<file path="src/rtl/nvqpt_pkg.sv">
// ----------------------------------------------------------------------------
// nvqpt_pkg: shared definitions for the NVMe queue pair tracker
// Sizes, result codes, register indexes and reset values of the config set.
// ----------------------------------------------------------------------------
package nvqpt_pkg;

    localparam int CID_SLOTS   = 32;
    localparam int QUEUE_PAIRS = 2;

    localparam int QID_W     = (QUEUE_PAIRS > 1) ? $clog2(QUEUE_PAIRS) : 1;
    localparam int CID_IDX_W = (CID_SLOTS > 1) ? $clog2(CID_SLOTS) : 1;
    localparam int TAG_DEPTH = QUEUE_PAIRS * CID_SLOTS;
    localparam int TAG_AW    = (TAG_DEPTH > 1) ? $clog2(TAG_DEPTH) : 1;

    localparam int PTR_W    = 16;
    localparam int TAG_W    = 16;
    localparam int DW_W     = 32;
    localparam int MAXCID_W = 5;
    localparam int CFG_IDX_W = 3;
    localparam int CFG_DATA_W = 16;

    typedef enum logic [2:0] {
        OUT_OK          = 3'd0,
        OUT_NOT_READY   = 3'd1,
        OUT_BAD_SQID    = 3'd2,
        OUT_UNASSOC     = 3'd3,
        OUT_BAD_CID     = 3'd4,
        OUT_QUEUE_FULL  = 3'd5,
        OUT_NO_FREE_CID = 3'd6
    } outcome_t;

    typedef enum logic {
        OP_SUBMIT  = 1'b0,
        OP_CONSUME = 1'b1
    } opcode_t;

    typedef enum logic [CFG_IDX_W-1:0] {
        REG_ADMIN_SQ_LAST = 3'd0,
        REG_ADMIN_CQ_LAST = 3'd1,
        REG_IO_SQ_LAST    = 3'd2,
        REG_IO_CQ_LAST    = 3'd3,
        REG_MAX_CID       = 3'd4,
        REG_IO_QUEUES_ON  = 3'd5
    } reg_index_t;

    localparam logic [PTR_W-1:0]    RING_LAST_RESET = 16'd3;
    localparam logic [MAXCID_W-1:0] MAX_CID_RESET   = 5'd31;

endpackage

</file>
<file path="src/rtl/nvme_queue_pair_tracker.sv">
// ----------------------------------------------------------------------------
// nvme_queue_pair_tracker: host-side NVMe SQ/CQ bookkeeping
// Tracks tail, head, completion position, phase and command IDs for the
// admin and one I/O queue pair; returns doorbell values and completion data.
// ----------------------------------------------------------------------------
// Usage:
//   Input channel (in_valid / in_stall) carries one queue event per transfer:
//   opcode 0 submits req_tag to submission queue queue_id, opcode 1 consumes
//   a completion entry (cqe_*) from completion queue queue_id.
//   Output channel (out_valid / out_stall) returns exactly one result per
//   event: outcome, doorbell value, assigned command ID and completion data.
//   Config channel (cfg_valid / cfg_ready, cfg_index, cfg_data) sets ring
//   sizes, max_cid and io_queues_on; cfg_ready is always high. Write it only
//   while no event is in flight.
//   The input register captures the event and its owner tag read, and the
//   update logic loads the result register and the queue state from it, so
//   the next event sees the new state directly. Throughput is one event per
//   cycle while out_stall is low or no result is held.
//   When out_stall is high the result holds, the input register fills and
//   in_stall rises in the same cycle; it drops as soon as the result leaves.
//   Reset clears all pointers, frees every command ID, sets both phases to 1
//   and loads the config defaults. Owner tags are not cleared; there is no
//   init sweep, events are taken right after reset.
// ----------------------------------------------------------------------------
module nvme_queue_pair_tracker
(
    input  logic        clk,
    input  logic        rst_n,

    input  logic        cfg_valid,
    output logic        cfg_ready,
    input  logic [2:0]  cfg_index,
    input  logic [15:0] cfg_data,

    input  logic        in_valid,
    output logic        in_stall,
    input  logic        opcode,
    input  logic        queue_id,
    input  logic [15:0] req_tag,
    input  logic [15:0] cqe_status,
    input  logic [15:0] cqe_sqid,
    input  logic [15:0] cqe_cid,
    input  logic [15:0] cqe_sqhd,
    input  logic [31:0] cqe_dw0,
    input  logic [31:0] cqe_dw1,

    output logic        out_valid,
    input  logic        out_stall,
    output logic [2:0]  outcome,
    output logic [15:0] doorbell_value,
    output logic [4:0]  assigned_cid,
    output logic [15:0] done_tag,
    output logic [15:0] done_status,
    output logic [31:0] done_dw0,
    output logic [31:0] done_dw1
);

    localparam int QP  = nvqpt_pkg::QUEUE_PAIRS;
    localparam int NC  = nvqpt_pkg::CID_SLOTS;
    localparam int CW  = nvqpt_pkg::CID_IDX_W;
    localparam int AW  = nvqpt_pkg::TAG_AW;

    // configuration registers
    logic [15:0] admin_sq_last_reg, admin_cq_last_reg;
    logic [15:0] io_sq_last_reg, io_cq_last_reg;
    logic [4:0]  max_cid_reg;
    logic        io_queues_on_reg;

    // queue state
    logic [15:0] sq_tail_reg [QP];
    logic [15:0] sq_head_reg [QP];
    logic [15:0] cq_pos_reg  [QP];
    logic        cq_phase_reg [QP];
    logic [NC-1:0] cid_busy_reg [QP];

    logic [15:0] sq_tail_next [QP];
    logic [15:0] sq_head_next [QP];
    logic [15:0] cq_pos_next  [QP];
    logic        cq_phase_next [QP];
    logic [NC-1:0] cid_busy_next [QP];

    // owner tag memory
    logic [15:0] tag_mem [nvqpt_pkg::TAG_DEPTH];
    logic [15:0] tag_rd_reg;
    logic [AW-1:0] tag_rd_addr;
    logic        tag_wr_en;
    logic [AW-1:0] tag_wr_addr;

    // input register
    logic        in_valid_reg;
    logic        op_reg;
    logic        qid_reg;
    logic [15:0] req_tag_reg;
    logic [15:0] status_reg;
    logic [15:0] sqid_reg;
    logic [15:0] cid_reg;
    logic [15:0] sqhd_reg;
    logic [31:0] dw0_reg;
    logic [31:0] dw1_reg;

    // result register
    logic        out_valid_reg;
    nvqpt_pkg::outcome_t outcome_reg, outcome_next;
    logic [15:0] doorbell_reg, doorbell_next;
    logic [4:0]  acid_reg, acid_next;
    logic [15:0] done_tag_reg, done_tag_next;
    logic [15:0] done_status_reg, done_status_next;
    logic [31:0] done_dw0_reg, done_dw0_next;
    logic [31:0] done_dw1_reg, done_dw1_next;

    logic        advance;
    logic        in_xfer;

    // processing-stage decode
    logic [15:0]   sq_last, cq_last, tail_inc, pos;
    logic [NC-1:0] cand;
    logic          free_found;
    logic [CW-1:0] free_idx;
    logic [CW-1:0] cid_idx;

    assign advance   = in_valid_reg && (!out_valid_reg || !out_stall);
    assign in_stall  = in_valid_reg && !advance;
    assign in_xfer   = in_valid && !in_stall;
    assign cfg_ready = 1'b1;
    assign cid_idx   = cid_reg[CW-1:0];

    // config writes
    always_ff @(posedge clk or negedge rst_n)
    begin
        if (!rst_n)
        begin
            admin_sq_last_reg <= nvqpt_pkg::RING_LAST_RESET;
            admin_cq_last_reg <= nvqpt_pkg::RING_LAST_RESET;
            io_sq_last_reg    <= nvqpt_pkg::RING_LAST_RESET;
            io_cq_last_reg    <= nvqpt_pkg::RING_LAST_RESET;
            max_cid_reg       <= nvqpt_pkg::MAX_CID_RESET;
            io_queues_on_reg  <= 1'b0;
        end
        else if (cfg_valid && cfg_ready)
        begin
            unique case (cfg_index)
                nvqpt_pkg::REG_ADMIN_SQ_LAST: admin_sq_last_reg <= cfg_data;
                nvqpt_pkg::REG_ADMIN_CQ_LAST: admin_cq_last_reg <= cfg_data;
                nvqpt_pkg::REG_IO_SQ_LAST:    io_sq_last_reg    <= cfg_data;
                nvqpt_pkg::REG_IO_CQ_LAST:    io_cq_last_reg    <= cfg_data;
                nvqpt_pkg::REG_MAX_CID:       max_cid_reg       <= cfg_data[4:0];
                nvqpt_pkg::REG_IO_QUEUES_ON:  io_queues_on_reg  <= cfg_data[0];
                default: ;
            endcase
        end
    end

    // input register
    always_ff @(posedge clk or negedge rst_n)
    begin
        if (!rst_n)
        begin
            in_valid_reg <= 1'b0;
        end
        else if (!in_stall)
        begin
            in_valid_reg <= in_valid;
        end
    end

    always_ff @(posedge clk)
    begin
        if (in_xfer)
        begin
            op_reg      <= opcode;
            qid_reg     <= queue_id;
            req_tag_reg <= req_tag;
            status_reg  <= cqe_status;
            sqid_reg    <= cqe_sqid;
            cid_reg     <= cqe_cid;
            sqhd_reg    <= cqe_sqhd;
            dw0_reg     <= cqe_dw0;
            dw1_reg     <= cqe_dw1;
        end
    end

    // owner tag memory; forward a same-cycle write to the read port
    assign tag_rd_addr = AW'(queue_id) * AW'(NC) + AW'(cqe_cid[CW-1:0]);
    assign tag_wr_addr = AW'(qid_reg) * AW'(NC) + AW'(free_idx);

    always_ff @(posedge clk)
    begin
        if (tag_wr_en)
        begin
            tag_mem[tag_wr_addr] <= req_tag_reg;
        end
        if (in_xfer)
        begin
            if (tag_wr_en && (tag_wr_addr == tag_rd_addr))
                tag_rd_reg <= req_tag_reg;
            else
                tag_rd_reg <= tag_mem[tag_rd_addr];
        end
    end

    // lowest free command ID within the limit
    always_comb
    begin
        cand       = '0;
        free_idx   = '0;
        for (int i = 0; i < NC; i++)
        begin
            cand[i] = !cid_busy_reg[qid_reg][i] && (i <= int'(max_cid_reg));
        end
        for (int i = NC - 1; i >= 0; i--)
        begin
            if (cand[i])
                free_idx = CW'(i);
        end
        free_found = |cand;
    end

    // update logic
    always_comb
    begin
        sq_last  = qid_reg ? io_sq_last_reg : admin_sq_last_reg;
        cq_last  = qid_reg ? io_cq_last_reg : admin_cq_last_reg;
        tail_inc = (sq_tail_reg[qid_reg] == sq_last) ? 16'd0 : sq_tail_reg[qid_reg] + 16'd1;
        pos      = cq_pos_reg[qid_reg];

        for (int q = 0; q < QP; q++)
        begin
            sq_tail_next[q]  = sq_tail_reg[q];
            sq_head_next[q]  = sq_head_reg[q];
            cq_pos_next[q]   = cq_pos_reg[q];
            cq_phase_next[q] = cq_phase_reg[q];
            cid_busy_next[q] = cid_busy_reg[q];
        end

        tag_wr_en        = 1'b0;
        outcome_next     = nvqpt_pkg::OUT_OK;
        doorbell_next    = '0;
        acid_next        = '0;
        done_tag_next    = '0;
        done_status_next = '0;
        done_dw0_next    = '0;
        done_dw1_next    = '0;

        if (op_reg == nvqpt_pkg::OP_SUBMIT)
        begin
            if (qid_reg && !io_queues_on_reg)
                outcome_next = nvqpt_pkg::OUT_BAD_SQID;
            else if (tail_inc == sq_head_reg[qid_reg])
                outcome_next = nvqpt_pkg::OUT_QUEUE_FULL;
            else if (!free_found)
                outcome_next = nvqpt_pkg::OUT_NO_FREE_CID;
            else
            begin
                tag_wr_en     = advance;
                doorbell_next = tail_inc;
                acid_next     = 5'(free_idx);
                sq_tail_next[qid_reg]            = tail_inc;
                cid_busy_next[qid_reg][free_idx] = 1'b1;
            end
        end
        else
        begin
            if (status_reg[0] != cq_phase_reg[qid_reg])
                outcome_next = nvqpt_pkg::OUT_NOT_READY;
            else if (sqid_reg > {15'd0, io_queues_on_reg})
                outcome_next = nvqpt_pkg::OUT_BAD_SQID;
            else if (sqid_reg != {15'd0, qid_reg})
                outcome_next = nvqpt_pkg::OUT_UNASSOC;
            else if ((cid_reg > {11'd0, max_cid_reg}) || (32'(cid_reg) >= 32'(NC)) ||
                     !cid_busy_reg[qid_reg][cid_idx])
                outcome_next = nvqpt_pkg::OUT_BAD_CID;
            else
            begin
                done_tag_next    = tag_rd_reg;
                done_status_next = status_reg | 16'd1;
                done_dw0_next    = dw0_reg;
                done_dw1_next    = dw1_reg;
                cid_busy_next[qid_reg][cid_idx] = 1'b0;
                sq_head_next[qid_reg] = sqhd_reg;
                // step the completion position; at or past the last index wrap it to zero and flip the expected phase
                if (pos < cq_last)
                    cq_pos_next[qid_reg] = pos + 16'd1;
                else
                begin
                    cq_pos_next[qid_reg]   = 16'd0;
                    cq_phase_next[qid_reg] = !cq_phase_reg[qid_reg];
                end
                doorbell_next = cq_pos_next[qid_reg];
            end
        end
    end

    // state and result registers
    always_ff @(posedge clk or negedge rst_n)
    begin
        if (!rst_n)
        begin
            for (int q = 0; q < QP; q++)
            begin
                sq_tail_reg[q]  <= '0;
                sq_head_reg[q]  <= '0;
                cq_pos_reg[q]   <= '0;
                cq_phase_reg[q] <= 1'b1;
                cid_busy_reg[q] <= '0;
            end
            out_valid_reg <= 1'b0;
        end
        else
        begin
            if (advance)
            begin
                for (int q = 0; q < QP; q++)
                begin
                    sq_tail_reg[q]  <= sq_tail_next[q];
                    sq_head_reg[q]  <= sq_head_next[q];
                    cq_pos_reg[q]   <= cq_pos_next[q];
                    cq_phase_reg[q] <= cq_phase_next[q];
                    cid_busy_reg[q] <= cid_busy_next[q];
                end
                out_valid_reg <= 1'b1;
            end
            else if (!out_stall)
            begin
                out_valid_reg <= 1'b0;
            end
        end
    end

    always_ff @(posedge clk)
    begin
        if (advance)
        begin
            outcome_reg     <= outcome_next;
            doorbell_reg    <= doorbell_next;
            acid_reg        <= acid_next;
            done_tag_reg    <= done_tag_next;
            done_status_reg <= done_status_next;
            done_dw0_reg    <= done_dw0_next;
            done_dw1_reg    <= done_dw1_next;
        end
    end

    assign out_valid      = out_valid_reg;
    assign outcome        = outcome_reg;
    assign doorbell_value = doorbell_reg;
    assign assigned_cid   = acid_reg;
    assign done_tag       = done_tag_reg;
    assign done_status    = done_status_reg;
    assign done_dw0       = done_dw0_reg;
    assign done_dw1       = done_dw1_reg;

    // a held result must block the update stage
    a_hold_blocks_update: assert property (@(posedge clk) disable iff (!rst_n)
        (out_valid_reg && out_stall) |-> !advance)
        else $error("update stage advanced over a stalled result");

    // a granted command ID is busy afterwards
    a_grant_marks_busy: assert property (@(posedge clk) disable iff (!rst_n)
        (advance && (op_reg == nvqpt_pkg::OP_SUBMIT) &&
         (outcome_next == nvqpt_pkg::OUT_OK))
        |=> cid_busy_reg[$past(qid_reg)][$past(free_idx)])
        else $error("granted command ID not marked busy");

    // a failed event leaves the ring pointers alone
    a_fail_keeps_state: assert property (@(posedge clk) disable iff (!rst_n)
        (advance && (outcome_next != nvqpt_pkg::OUT_OK))
        |=> ($stable(sq_tail_reg[0]) && $stable(sq_tail_reg[1]) &&
             $stable(cq_pos_reg[0]) && $stable(cq_pos_reg[1])))
        else $error("failed event changed queue pointers");

    // a tag write happens only on a granted submit
    a_tag_write_on_grant: assert property (@(posedge clk) disable iff (!rst_n)
        tag_wr_en |-> (advance && (outcome_next == nvqpt_pkg::OUT_OK) &&
                       (op_reg == nvqpt_pkg::OP_SUBMIT)))
        else $error("owner tag written outside a granted submit");

endmodule

</file>
<file path="config.mk">
export PLATFORM = sky130hd
export DESIGN_NAME = nvme_queue_pair_tracker
export DESIGN_NICKNAME = d
export VERILOG_FILES = /design/src/rtl/nvqpt_pkg.sv /design/src/rtl/nvme_queue_pair_tracker.sv
export SDC_FILE = /design/constraint.sdc
export NUM_CORES = 2
export LEC_CHECK = 0
export BUFFER_PORTS_ARGS = -buffer_cell sky130_fd_sc_hd__buf_2
export CAP_MARGIN = 20
export CELL_PAD_IN_SITES_DETAIL_PLACEMENT = 0
export CELL_PAD_IN_SITES_GLOBAL_PLACEMENT = 1
export CORE_MARGIN = 5
export CORE_UTILIZATION = 53
export CTS_CLUSTER_DIAMETER = 200
export CTS_CLUSTER_SIZE = 10
export DETAILED_ROUTE_END_ITERATION = 10
export GPL_TIMING_DRIVEN = 0
export HOLD_SLACK_MARGIN = 0.05
export PLACE_DENSITY_LB_ADDON = 0.1
export SYNTH_ARGS = -nofsm -noshare
export SYNTH_HDL_FRONTEND = slang
export SYNTH_SLANG_ARGS = --single-unit
</file>
<file path="constraint.sdc">
create_clock -name clk -period 9.5 [get_ports clk]
set_input_delay 2.85 -clock clk [delete_from_list [all_inputs] [get_ports clk]]
set_output_delay 2.85 -clock clk [all_outputs]
set_load 0.1 [all_outputs]
</file>
Word-level counts from Yosys, hierarchy flattened
Memory sizes are Yosys's and may differ from the RTL's. A register that Yosys moved wholly into a read port is not among the register bits. Index checks and enable logic that the tools add are counted.

Bits in registers: 500. Bits in writable memories: 1024. Input port bits: 170. Output and inout bits: 123. Logic and storage cells: 313. Memories: 1.

Add/subtract/negate cells: 4. $lt $le $gt $ge: 41. Equal/unequal tests: 16. Mux-type cells: 105. Bitwise operators: 15. Reductions and logical operators: 96.

Memories: tag_mem (depth 64, bits a word 16, rd ports 1, clocked after memory_dff 1, write ports 1, RTL line nvme_queue_pair_tracker.sv:83) `logic [15:0] tag_mem [nvqpt_pkg::TAG_DEPTH];`.

Operators by type and width (count): $mux 64 (8); $mux 16 (24); $mux 32 (6); $mux 5 (32); $bwmux 32 (3); $le 5x5->1 const A (16); $and 64x64->64 (1); $demux 32 s1 (2); $not 64->64 (1); $or 64x64->64 (1); $le 4x5->1 const A (8); $logic_not 1->1 (39); $logic_and 1x1->1 (38); $add 16x1->16 const B (2); $and 32x32->32 (1); $eq 16x16->1 (2); $not 32->32 (1); $reduce_or 32->1 (1); $mux 3 (8); $le 3x5->1 const A (4); $demux 16 s1 (1); $ge 16x6->1 const B (1); $gt 16x1->1 (1); $gt 16x5->1 (1); other kinds (32) (75).

Logic depth before layout (Yosys ltp)
Depth after elaboration: 49. Mapped depth: 23. Depth with buffers taken out: 12.

Least setup slack after synthesis
Ideal clock, no wire load.

Kind: input-to-reg. From: in out_stall. To: reg cid_busy_reg[16] (netlist name). Library setup time: 95 ps. Data arrival time: 7198 ps. Required time: 9405 ps. Path slack: 2207 ps. Stages on the path: 6. Buffers on the path: 1. Cell sequence: nand2_1 -> nand2_1 -> inv_1 -> clkbuf_1 -> a41oi_1 -> a21oi_1.

Word-level cells in the longest chain between the ends: 4.

Ends and longest elaborated chain: start: declaration (RTL line nvme_queue_pair_tracker.sv:48) `input logic out_stall,`; $logic_not 1->1; $logic_or 1x1->1 (RTL line nvme_queue_pair_tracker.sv:121) `assign advance = in_valid_reg && (!out_valid_reg || !out_stall);`; $logic_and 1x1->1 (RTL line nvme_queue_pair_tracker.sv:121); via advance (RTL line nvme_queue_pair_tracker.sv:111) `logic advance;`; $reduce_and 8->1 (no line); end signal: indexed assignment (RTL line nvme_queue_pair_tracker.sv:318) `cid_busy_reg[q] <= cid_busy_next[q];`; end: declaration (RTL line nvme_queue_pair_tracker.sv:74) `logic [NC-1:0] cid_busy_reg [QP];`.

The timed path passes the listed nets, and every way through them passes these cells. A chain may end at the register's enable or synchronous reset.

Worst setup path after layout
From: reg qid_reg. To: mem tag_mem[17][8], enable pin.

Word-level cells in the longest chain between the ends: 39. Elaborated cells between the ends (all ways): 119. Classes of those cells: 2 x add/sub; 2 x eq/ne; 49 x mux; 1 x bitwise; 65 x reduce/logical.

Ends and longest elaborated chain: start: declaration (RTL line nvme_queue_pair_tracker.sv:92) `logic qid_reg;`; start signal: assignment (RTL line nvme_queue_pair_tracker.sv:171) `qid_reg <= queue_id;`; $not 1->2 (not written as such) (RTL line nvme_queue_pair_tracker.sv:208, nvme_queue_pair_tracker.sv:223, nvme_queue_pair_tracker.sv:248); $mux 32 (not written as such) (3 in a row) (RTL line nvme_queue_pair_tracker.sv:208) `cand[i] = !cid_busy_reg[qid_reg][i] && (i <= int'(max_cid_reg));`; $logic_not 1->1 (RTL line nvme_queue_pair_tracker.sv:208); $logic_and 1x1->1 (RTL line nvme_queue_pair_tracker.sv:208); $mux 5 (32 in a row) (RTL line nvme_queue_pair_tracker.sv:212) `if (cand[i])`; $add 6x5->6 (RTL line nvme_queue_pair_tracker.sv:184) `assign tag_wr_addr = AW'(qid_reg) * AW'(NC) + AW'(free_idx);`; end: declaration (RTL line nvme_queue_pair_tracker.sv:83).

Several ways; a longest one is shown, not always the timed one. The select of a mux whose other input is x is not followed.

==> results_dict.tcl <==
set metrics [dict create \
    post_synth_instance_area_um2 63100 \
    cts.sink_count 1540 \
    crit_path_frequent_cell "sky130_fd_sc_hd__buf_2" \
    worst_slew_pin_slew_ps 1270 \
    boundaryPins 293 \
    data_required_time_of_the_worst_path_ps 10000 \
    hold_fix_buffers_cts 0 \
    final_period_demand_of_the_worst_path_ps 9380 \
    core_area_um2 118000 \
    power.ir.vdd_worst_uv 192 \
    dr_total_vias 35431 \
    critical_path_max_stage_delay_ps 880 \
    drt_drc_violations_left 0 \
    ys.warnings.count 0 \
    post-route-cell-area_um2 73200 \
    synth-seq-cells 1540 \
    grt_pass1_wl_mm 258 \
    tritoncts.num_buffers 171 \
    cts_tree "built" \
    kind_of_path_behind_the_tightest_hold_check "register to register" \
    leakage_nw 25.5 \
    run_status "finished clean" \
    total_power_w 0.0157 \
    clkLatencyLatePin_ps 820 \
    final_core_util 0.620 \
    die_w_um 355 \
    drt-initial-drc-count 3779 \
    dr.pass1.iters 6 \
    worst-endpoint-arrival_ps 9880 \
    pin_count_of_the_biggest_net_entering_global_routing 117 \
    dpl-instance-area_um2 68300 \
    avgRoutedWirePerCell_um 32.2 \
    finalSetupViolCount 0 \
    min_period_over_period 0.987 \
    cts.clk_slew.worst_paths_ps 70 \
    max_slew_margin 0.149 \
    timing.fmax_mhz 107 \
    flow.area_growth_from_synthesis_pct 16.0 \
    worstPathBufferInverterCount 10 \
    hold_slack_ps 474 \
    place.port_buffers 289 \
    grt.total_usage 0.285 \
    first_global_vias 36126 \
    fp.dieH_um 355 \
    antenna_left 0 \
    globalplace.congestion 0.942 \
    min_delay_path_depth 2 \
    final_hold_violation_count 0 \
    drive_above_1_share 0.299 \
    power_density_nw_per_um2 214 \
    global_route.overflow_total 0 \
    synthDistinctLibCells 89 \
    timing.critical_path.to_type "register" \
    place_ws_ps -460 \
    synth_flop_cell "sky130_fd_sc_hd__edfxtp_1" \
    syn_inst 3437 \
    clockBufferDepth 3 \
    final.setup_skew_ps 64.5 \
    slack_of_the_critical_path_ps 124 \
    synthArstFlopShare 0.152 \
    ff2ff_path_depth 22 \
    final_nets 4187 \
    timing.critical_path.from_type "register" \
    std_cell_rows 126 \
    critPathMaxFanout 19 \
    synth_area_per_cell_um2 18.4 \
    full_die_area_um2 126000 \
    timing.critical_path.cells "buf_4 > buf_2 > buf_2 > buf_4 > buf_4 > buf_2 > buf_2 > buf_2 > mux2_2 > ha_1 > nand4b_1 > a221oi_2 > a21oi_1 > nor4b_1 > or2_2 > o211a_1 > nor4_2 > a21oi_1 > buf_2 > nand2_1 > nor2_1 > buf_6" \
    dp_hpwl_mm 130 \
    routed_via_density 6.33 \
    timing_worst_setup_path_type "register to register" \
    timing.critical_path.max_delay_family "buffers and inverters" \
    fill_cells 8348 \
    initial_standard_cell_utilization_of_the_core 0.534 \
    crit_slowest_cell "sky130_fd_sc_hd__nor2_1" \
    clock_root_buffer "sky130_fd_sc_hd__clkbuf_16" \
    largest_register_ffs 1024 \
    yosysSeqAreaShare 0.715 \
    synth_enable_flop_cells 1306 \
    cp.depth 22 \
    final_max_slew_viol_count 0 \
    grt_antenna_before_repair 8 \
    drt-total-wl_mm 180 \
    rsz0062_at_grt "yes" \
    cts_htree_levels 4 \
    syn-num-nets 3630 \
    max-cap-violations 0 \
]
==> timing repair <==
action	4_1_cts	5_1_grt
gates resized for setup	1	0
setup buffers	0	0
endpoints found under the setup margin	523	25
endpoints found under the hold margin	0	0
==> area by class of cell <==
class                      instances  area [µm²]  share of cell area
sequential                      1540       45100               0.616
inverter                          31         116             0.00159
buffer                           177         738              0.0101
clock buffer                     219        4500              0.0615
multi-input combinational       1688       17300               0.237
clock inverter                    12         277             0.00378
tap                             1536        1920              0.0263
timing repair buffer             385        3210              0.0439
antenna                            8        20.0            0.000274
==> final timing paths <==
| path | slack (ps) | endpoint | from |
|---|---|---|---|
| worst max-delay path | 120 | tag_mem[17][8] | qid_reg |
| worst min-delay path | 470 | sq_head_reg[10] | sq_head_reg[10] |
| worst max register to register | 120 | tag_mem[17][8] | qid_reg |
| worst min register to register | 470 | sq_head_reg[10] | sq_head_reg[10] |
| max in group asynchronous | 6780 | cid_busy_reg[13] | rst_n |
| min in group asynchronous | 1840 | admin_cq_last_reg[5] | rst_n |
==> cell usage after synthesis, types with 4 or more instances <==
master | count | area [µm²]
sky130_fd_sc_hd__or2_2 | 18 | 113
sky130_fd_sc_hd__xor2_1 | 29 | 254
sky130_fd_sc_hd__buf_2 | 14 | 70.1
sky130_fd_sc_hd__buf_4 | 8 | 60.1
sky130_fd_sc_hd__dfstp_2 | 15 | 394
sky130_fd_sc_hd__a22oi_1 | 9 | 67.6
sky130_fd_sc_hd__xnor2_1 | 36 | 315
sky130_fd_sc_hd__and3_1 | 8 | 50.1
sky130_fd_sc_hd__nand3b_1 | 10 | 75.1
sky130_fd_sc_hd__o211a_1 | 4 | 40.0
sky130_fd_sc_hd__mux2i_1 | 61 | 611
sky130_fd_sc_hd__nor3b_1 | 7 | 52.6
sky130_fd_sc_hd__nand4_1 | 17 | 106
sky130_fd_sc_hd__buf_1 | 33 | 124
sky130_fd_sc_hd__mux4_2 | 348 | 7840
sky130_fd_sc_hd__a221oi_1 | 5 | 43.8
sky130_fd_sc_hd__nor2_1 | 119 | 447
sky130_fd_sc_hd__o31ai_1 | 11 | 82.6
sky130_fd_sc_hd__mux2_2 | 149 | 1680
sky130_fd_sc_hd__nor2b_1 | 31 | 194
sky130_fd_sc_hd__nand3_1 | 38 | 190
sky130_fd_sc_hd__nand2_1 | 167 | 627
sky130_fd_sc_hd__a41oi_1 | 29 | 254
sky130_fd_sc_hd__ha_1 | 23 | 288
sky130_fd_sc_hd__nand4b_1 | 4 | 35.0
sky130_fd_sc_hd__or4_1 | 4 | 30.0
sky130_fd_sc_hd__nor3_1 | 43 | 215
sky130_fd_sc_hd__o211ai_1 | 10 | 75.1
sky130_fd_sc_hd__nor4b_1 | 4 | 35.0
sky130_fd_sc_hd__nor4_1 | 12 | 75.1
sky130_fd_sc_hd__a211oi_1 | 14 | 105
sky130_fd_sc_hd__dfrtp_1 | 219 | 5480
sky130_fd_sc_hd__or3_1 | 15 | 93.8
sky130_fd_sc_hd__a31oi_1 | 9 | 56.3
sky130_fd_sc_hd__o21ai_0 | 127 | 636
sky130_fd_sc_hd__and2_1 | 109 | 682
sky130_fd_sc_hd__a22o_1 | 4 | 35.0
sky130_fd_sc_hd__nand2b_1 | 19 | 119
sky130_fd_sc_hd__edfxtp_1 | 1306 | 39200
sky130_fd_sc_hd__a21o_1 | 28 | 210
sky130_fd_sc_hd__mux2_4 | 19 | 285
sky130_fd_sc_hd__a21oi_1 | 73 | 365
sky130_fd_sc_hd__inv_1 | 30 | 113
sky130_fd_sc_hd__clkbuf_1 | 120 | 450
sky130_fd_sc_hd__o21a_1 | 4 | 30.0
==> kinds of logic after synthesis <==
group,share of synthesized area
AO/OA/AOI/OAI,0.0389
flip-flops,0.715
buffers and inverters,0.0135
other,0.0000595
adder cells (fa/ha/maj),0.00472
AND/OR/NAND/NOR,0.0524
XOR/XNOR,0.0101
multiplexers,0.165
==> metal layers <==
metal  global-route usage  share of wire  up-vias
met2                0.466           0.49     1674
met5                    0       0.000072        -
met1                0.385           0.40    18551
li1                     -              -    14833
met4                0.109          0.040        2
met3               0.0568          0.075      371
==> per-stage QoR <==
step           setup TNS [ps]  cells
6_report                    0   5596
4_1_cts                     0   5582
3_5_place_dp           -72730   5352
2_1_floorplan               0   3437
5_1_grt                 -2580   5589
3_3_place_gp          -488370   5262
==> cells in the final DEF (no fill, tap or decap), types with 41 or more instances in the layout <==
| cell type | synthesis | final |
|---|---|---|
| sky130_fd_sc_hd__a21oi_1 | 73 | 73 |
| sky130_fd_sc_hd__nand2_1 | 167 | 167 |
| sky130_fd_sc_hd__clkbuf_1 | 120 | 165 |
| sky130_fd_sc_hd__o21ai_0 | 127 | 127 |
| sky130_fd_sc_hd__and2_1 | 109 | 108 |
| sky130_fd_sc_hd__buf_2 | 14 | 305 |
| sky130_fd_sc_hd__dfrtp_1 | 219 | 219 |
| sky130_fd_sc_hd__edfxtp_1 | 1306 | 1306 |
| sky130_fd_sc_hd__buf_16 | 0 | 41 |
| sky130_fd_sc_hd__clkbuf_16 | 0 | 173 |
| sky130_fd_sc_hd__nor2_1 | 119 | 81 |
| sky130_fd_sc_hd__mux2i_1 | 61 | 61 |
| sky130_fd_sc_hd__mux2_2 | 149 | 149 |
| sky130_fd_sc_hd__mux4_2 | 348 | 348 |
==> power breakdown <==
group | internal (W) | switching (W) | total (W)
registers | 0.00762 | 0.000185 | 0.00780
clock network | 0.00330 | 0.00256 | 0.00587
logic | 0.000633 | 0.00137 | 0.00201
total | 0.0116 | 0.00412 | 0.0157
==> tightest hold or removal path: stages (launching register included) <==
cell and delay, ps:
sky130_fd_sc_hd__dfrtp_1 340, sky130_fd_sc_hd__nand2_1 50, sky130_fd_sc_hd__nand2_1 50
Power figures use the tool's default switching activity.
